**src/sv/gclf_pkg.sv**
```systemverilog
`timescale 1ns / 1ps
// ----------------------------------------------------------------------------
// gclf_pkg
// Shared types and character constants for the command-line character filter.
// ----------------------------------------------------------------------------
package gclf_pkg;

  localparam int POS_W     = 6;   // width of the position field
  localparam int CNT_MAX_W = 8;   // widest line counter (capacity up to 256)

  typedef enum logic [1:0] {
    EV_CHAR     = 2'd0,
    EV_LINE     = 2'd1,
    EV_EMPTY    = 2'd2,
    EV_OVERFLOW = 2'd3
  } ev_t;

  localparam logic [7:0] CH_LF     = 8'h0A;
  localparam logic [7:0] CH_CR     = 8'h0D;
  localparam logic [7:0] CH_SPACE  = 8'h20;
  localparam logic [7:0] CH_LPAREN = 8'h28;
  localparam logic [7:0] CH_RPAREN = 8'h29;
  localparam logic [7:0] CH_SLASH  = 8'h2F;
  localparam logic [7:0] CH_LOW_A  = 8'h61;
  localparam logic [7:0] CH_LOW_Z  = 8'h7A;
  localparam logic [7:0] CH_UP_A   = 8'h41;

  // Decision for one byte, passed from the classifier to the state holder
  typedef struct packed {
    logic             has_res;
    ev_t              ev;
    logic [7:0]       ch;
    logic [POS_W-1:0] pos;
    logic             cnt_clr;
    logic             cnt_inc;
    logic             comment_nxt;
  } step_t;

endpackage

```
**src/sv/gclf_classify.sv**
```systemverilog
`timescale 1ns / 1ps
// ----------------------------------------------------------------------------
// gclf_classify
// Per-byte classification: comment tracking, dropping, upper-casing and
// line end / overflow decisions against the current line state.
// ----------------------------------------------------------------------------
module gclf_classify
  import gclf_pkg::*;
#(
  parameter int CNT_W    = 6,
  parameter int LINE_CAP = 64
) (
  input  logic [7:0]       rx_byte,
  input  logic [CNT_W-1:0] char_count,
  input  logic             in_comment,
  output step_t            step
);

  localparam logic [CNT_W-1:0] CNT_LAST = CNT_W'(LINE_CAP - 1);

  logic [CNT_MAX_W-1:0] cnt_ext;
  logic [POS_W-1:0]     cnt_pos;
  logic [7:0]           ch_up;

  assign cnt_ext = CNT_MAX_W'(char_count);
  assign cnt_pos = cnt_ext[POS_W-1:0];
  assign ch_up   = ((rx_byte >= CH_LOW_A) && (rx_byte <= CH_LOW_Z)) ?
                   (rx_byte - CH_LOW_A + CH_UP_A) : rx_byte;

  always_comb begin
    step             = '0;
    step.ev          = EV_CHAR;
    step.comment_nxt = in_comment;
    if ((rx_byte == CH_LF) || (rx_byte == CH_CR)) begin
      step.has_res     = 1'b1;
      step.cnt_clr     = 1'b1;
      step.comment_nxt = 1'b0;
      if (char_count != '0) begin
        step.ev  = EV_LINE;
        step.pos = cnt_pos;
      end else begin
        step.ev  = EV_EMPTY;
      end
    end else if (in_comment) begin
      if (rx_byte == CH_RPAREN) begin
        step.comment_nxt = 1'b0;
      end
    end else if ((rx_byte <= CH_SPACE) || (rx_byte == CH_SLASH)) begin
      // drop whitespace, control bytes and block-delete marks
    end else if (rx_byte == CH_LPAREN) begin
      step.comment_nxt = 1'b1;
    end else if (char_count >= CNT_LAST) begin
      // line full: drop the byte and restart
      step.has_res     = 1'b1;
      step.ev          = EV_OVERFLOW;
      step.cnt_clr     = 1'b1;
      step.comment_nxt = 1'b0;
    end else begin
      step.has_res = 1'b1;
      step.ev      = EV_CHAR;
      step.ch      = ch_up;
      step.pos     = cnt_pos;
      step.cnt_inc = 1'b1;
    end
  end

endmodule

```
**src/sv/gcode_line_char_filter_core.sv**
```systemverilog
`timescale 1ns / 1ps
// ----------------------------------------------------------------------------
// gcode_line_char_filter_core
// Filters a received byte stream into upper-cased command characters with
// their line positions, plus line-complete, empty-line and overflow events.
// ----------------------------------------------------------------------------
//  channel | dir | tdata                                  | tuser
//  in_     | in  | [7:0] rx_byte                          | -
//  out_    | out | [7:0] char_out, [13:8] position, pad   | [1:0] event_res
//
//  One item per cycle sustained while the output is not stalled.
//  Bytes go into an input register, are classified against the line counter
//  and comment flag, and the result lands in the output register.
//  rst_n (synchronous) clears the line counter, comment flag and valids.
//  A stalled output holds its item; bytes that give no result still drain.
// ----------------------------------------------------------------------------
module gcode_line_char_filter_core
  import gclf_pkg::*;
#(
  parameter int LINE_CAP = 64
) (
  input  logic        clk,
  input  logic        rst_n,
  input  logic        in_tvalid,
  output logic        in_tready,
  input  logic [7:0]  in_tdata,   // [7:0] rx_byte
  output logic        out_tvalid,
  input  logic        out_tready,
  output logic [15:0] out_tdata,  // [7:0] char_out, [13:8] position, [15:14] zero
  output logic [1:0]  out_tuser   // [1:0] event_res
);

  localparam int CNT_W = (LINE_CAP > 2) ? $clog2(LINE_CAP) : 1;

  logic             s1_valid_r;
  logic [7:0]       s1_byte_r;
  logic [CNT_W-1:0] char_count_r, char_count_nxt;
  logic             in_comment_r;
  logic             out_valid_r;
  ev_t              out_ev_r;
  logic [7:0]       out_ch_r;
  logic [POS_W-1:0] out_pos_r;

  step_t step;
  logic  out_free;
  logic  s1_adv;

  gclf_classify #(
    .CNT_W    (CNT_W),
    .LINE_CAP (LINE_CAP)
  ) u_classify (
    .rx_byte    (s1_byte_r),
    .char_count (char_count_r),
    .in_comment (in_comment_r),
    .step       (step)
  );

  assign out_free  = !out_valid_r || out_tready;
  assign s1_adv    = s1_valid_r && (!step.has_res || out_free);
  assign in_tready = !s1_valid_r || s1_adv;

  always_comb begin
    char_count_nxt = char_count_r;
    if (step.cnt_clr) begin
      char_count_nxt = '0;
    end else if (step.cnt_inc) begin
      char_count_nxt = char_count_r + CNT_W'(1);
    end
  end

  always_ff @(posedge clk) begin
    if (!rst_n) begin
      s1_valid_r   <= 1'b0;
      out_valid_r  <= 1'b0;
      char_count_r <= '0;
      in_comment_r <= 1'b0;
    end else begin
      if (in_tready) begin
        s1_valid_r <= in_tvalid;
      end
      if (s1_adv) begin
        char_count_r <= char_count_nxt;
        in_comment_r <= step.comment_nxt;
      end
      // hold the result until taken; load a new one when it advances
      if (s1_adv && step.has_res) begin
        out_valid_r <= 1'b1;
      end else if (out_tready) begin
        out_valid_r <= 1'b0;
      end
    end
  end

  always_ff @(posedge clk) begin
    if (in_tready && in_tvalid) begin
      s1_byte_r <= in_tdata;
    end
    if (s1_adv && step.has_res) begin
      out_ev_r  <= step.ev;
      out_ch_r  <= step.ch;
      out_pos_r <= step.pos;
    end
  end

  assign out_tvalid = out_valid_r;
  assign out_tdata  = {2'b00, out_pos_r, out_ch_r};
  assign out_tuser  = out_ev_r;

endmodule

```
**config.mk**
```make
export PLATFORM = sky130hd
export DESIGN_NAME = gcode_line_char_filter_core
export DESIGN_NICKNAME = d
export VERILOG_FILES = /design/src/sv/gclf_pkg.sv /design/src/sv/gclf_classify.sv /design/src/sv/gcode_line_char_filter_core.sv
export SDC_FILE = /design/constraint.sdc
export NUM_CORES = 1
export LEC_CHECK = 0
export ABC_AREA = 1
export BUFFER_PORTS_ARGS = -buffer_cell sky130_fd_sc_hd__buf_2
export CORE_AREA = 2 2 92 50
export CTS_CLUSTER_DIAMETER = 200
export DETAILED_ROUTE_END_ITERATION = 10
export DIE_AREA = 0 0 94 52
export PLACE_DENSITY_LB_ADDON = 0.1
export SYNTH_ARGS = -nofsm -noshare
export SYNTH_HDL_FRONTEND = slang
export SYNTH_HIERARCHICAL = 1
export SYNTH_SLANG_ARGS = --single-unit
```
**constraint.sdc**
```tcl
create_clock -name clk -period 2.7 [get_ports clk]
set_clock_uncertainty 0.05 [all_clocks]
set_input_delay 0.27 -clock clk [delete_from_list [all_inputs] [get_ports clk]]
set_output_delay 0.27 -clock clk [all_outputs]
set_load 0.02 [all_outputs]
```
==> results.cfg <==
[clock_network]
postCtsSetupBuffers = 0
htree_num_levels = 2
cts-root-buf = clkbuf_8
clk_path_buf_depth = 2
cts.reportedPaths.clkPinSlew_ps = 70
numCtsBuffers = 5
ctsHoldBuffers = 0
clock_latency_ps = 290
clock-sinks = 33
cts_tree = done

[sta]
setup_violations = 0
timing_hold_violations_final = 0
slew_viol_final = 0
whs_ps = 107.3
max_freq_mhz = 415.1
timing.final.crit_share = 0.8922
grt_setup_unrepaired = no
fin_tns_setup_ps = 0
fin_crit_ps = 2409

[drt]
wl_per_cell_um = 11.47
drt_iter0_markers = 80
viasPerCell = 4.502
routed_wl_um = 3268
num_vias = 1283
drtPass1Iterations = 4
ant_nets = 0
remaining_drc_errors = 0

[power]
p_sw_frac = 0.2748
ir_drop_v = 0.0001865
p_int_mw = 0.7949
power_frac_comb = 0.127
power_density_mw_per_mm2 = 542.7
leakage_nw = 0.8629
p_clk_frac = 0.333
p_seq_frac = 0.539
power.switching_mw = 0.3011

[critical_path]
max_stage_delay_ps = 480
critPathArrivalTime_ps = 2300
critical_path.cell_chain = ha_1, nand3_1, o21ai_1, nor2_4, nand2_1, nand2_1, nand3_2, nand2_2, inv_2, nand2_1, clkinvlp_4
required_ps = 2590
critPathLaunchType = register
path_delay_family = simple AND/OR/NAND/NOR gates
path_common_cell = nand2_1
cpMaxStageDelayCell = edfxtp_1
crit_type = register to register
critPathBufInv = 2
critPathMaxFanout = 16
endpoint_kind = register

[synth]
synthMuxAreaShare = 0
synthesis.area_mm2 = 0.001748
synthAdderAreaFrac = 0.02147
seq_area_frac_synth = 0.5154
syn_area_per_cell_um2 = 9.057
synth.distinct_cells = 30
ys_ff_latch = 33
synth_top_family_by_area = simple AND/OR/NAND/NOR gates
yosysWarnings = 6
synth_xor_area_frac = 0
synth-simple-area-share = 0.2827
synth_compound_area_frac = 0.07802
synthCells = 193

[placed_design]
hpwl_um = 2543
gp_congestion = 0.8792
portBuffers = 29

[grt]
grt_pass1_wl_um = 5623
grt_max_degree = 17
grt_pass1_vias = 1222
grt_overflow = 0
antenna_found_initial = 0
grt_util_all_layers = 0.1527

[layout]
multi_input_area_um2 = 675.6
drive_gt1_frac = 0.3114
antenna_cells = 0
area_growth_pct = 15.53
final_nets = 242
fin_util = 0.4869
ff_latch_area_um2 = 900.9
fill_cells = 394

[run_status]
outcome = complete, no violations

[die]
core_mm2 = 0.004148
rows = 17
ios = 32
dieArea_mm2 = 0.004888
floorplan.initialDensity = 0.4214
fp.dieW_um = 94
dieHeight_um = 52

[hold_path]
hold_path_class = input pin to register

[job]
max_cap_violations = 0
## synthesized netlist by cell type
cell / number / area (um2)
conb_1: 1 / 3.750
o21a_1: 1 / 7.510
nor2_1: 23 / 86.33
nand2_2: 3 / 18.77
inv_2: 6 / 22.52
nand4_1: 2 / 12.51
a21oi_1: 11 / 55.05
buf_6: 1 / 11.26
a21oi_2: 1 / 8.760
buf_12: 1 / 20.02
nor2_4: 4 / 45.04
inv_1: 27 / 101.4
nor2_2: 10 / 62.56
nand2b_1: 1 / 6.260
edfxtp_1: 24 / 720.7
o21bai_2: 1 / 11.26
a21oi_4: 1 / 16.27
nor3_1: 1 / 5.000
nand3_4: 2 / 35.03
nand2_1: 35 / 131.4
o21ai_1: 5 / 25.02
dfxtp_1: 9 / 180.2
o31ai_1: 1 / 7.510
clkinv_2: 1 / 5.000
nand2_4: 1 / 11.26
ha_1: 3 / 37.54
o21ai_0: 1 / 5.000
buf_4: 2 / 15.01
nand3_1: 12 / 60.06
nand3_2: 2 / 20.02
## final cells by class
cell class                      instances  share of cell area
Sequential cell                        33              0.4461
Tap cell                               57             0.03532
Clock inverter                          3            0.008674
Multi-Input combinational cell        123              0.3346
Timing Repair Buffer                   30             0.07559
Clock buffer                            5             0.03408
Inverter                               34             0.06568
## registers in the layout (all words and copies together), names as in the netlist
signal,flops
out_tuser,2
char_count_r,6
s1_byte_r,8
out_ch_r,8
out_tvalid,1
out_pos_r,6
in_comment_r,1
s1_valid_r,1
## through the flow
step                      area, um2  power, mW  setup WS [ps]  std cells
after floorplan                1752     0.7089          528.5        194
after global placement         1929     0.7386          345.9        277
after detailed placement       1929     0.7414          231.7        277
after CTS                      2016      1.104          212.3        285
after global routing           2019      1.144          64.13        285
final                          2019      1.096          291.2        285
## path summary, 6_finish.rpt
kind,slack (ps),cells past startpoint,to,from
max,290,11,out_ch_r[5]$_DFFE_PP_,s1_byte_r[5]$_DFFE_PP_
min,110,1,s1_byte_r[5]$_DFFE_PP_,in_tdata[5]
max reg2reg,290,11,out_ch_r[5]$_DFFE_PP_,s1_byte_r[5]$_DFFE_PP_
min reg2reg,470,2,char_count_r[5]$_SDFFE_PN0P_,char_count_r[5]$_SDFFE_PN0P_
## cells in the final DEF, fill, tap and decap left out, types with 3 or more instances in the layout
master	synthesis	layout
nand2_2	3	3
nor2_2	10	10
edfxtp_1	24	24
buf_2	0	29
clkinv_2	1	3
nand2_1	35	35
nor2_1	23	23
o21ai_1	5	5
ha_1	3	3
nand3_1	12	12
dfxtp_1	9	9
inv_1	27	26
clkbuf_8	0	5
nor2_4	4	4
inv_2	6	6
a21oi_1	11	11
## layer usage
layer  up-vias  part of all wire  GRT usage
met3         5             0.079    0.04783
met4         0            0.0073    0.04831
met1       554              0.57     0.2376
met5         -                 0          0
li1        682                 -          -
met2        42              0.34     0.1952
## kinds of logic after synthesis
logic type      Yosys count
buf+inv                  38
other cells               1
fa+ha+maj                 3
flops                    33
simple gates             96
compound gates           22
## timing repair
action | CTS | global route
endpoints found under the hold margin | 0 | 0
gates resized for setup | 0 | 1
endpoints found under the setup margin | 0 | 16
## power by group through the flow
stage	combinational [mW]	sequential, mW	clock (mW)
3_3_place_gp	0.138	0.601	0
4_1_cts	0.140	0.591	0.373
6_report	0.140	0.591	0.365
5_1_grt	0.158	0.595	0.391
2_1_floorplan	0.0953	0.614	0
3_5_place_dp	0.139	0.603	0
(Power assumes the default switching activity.)
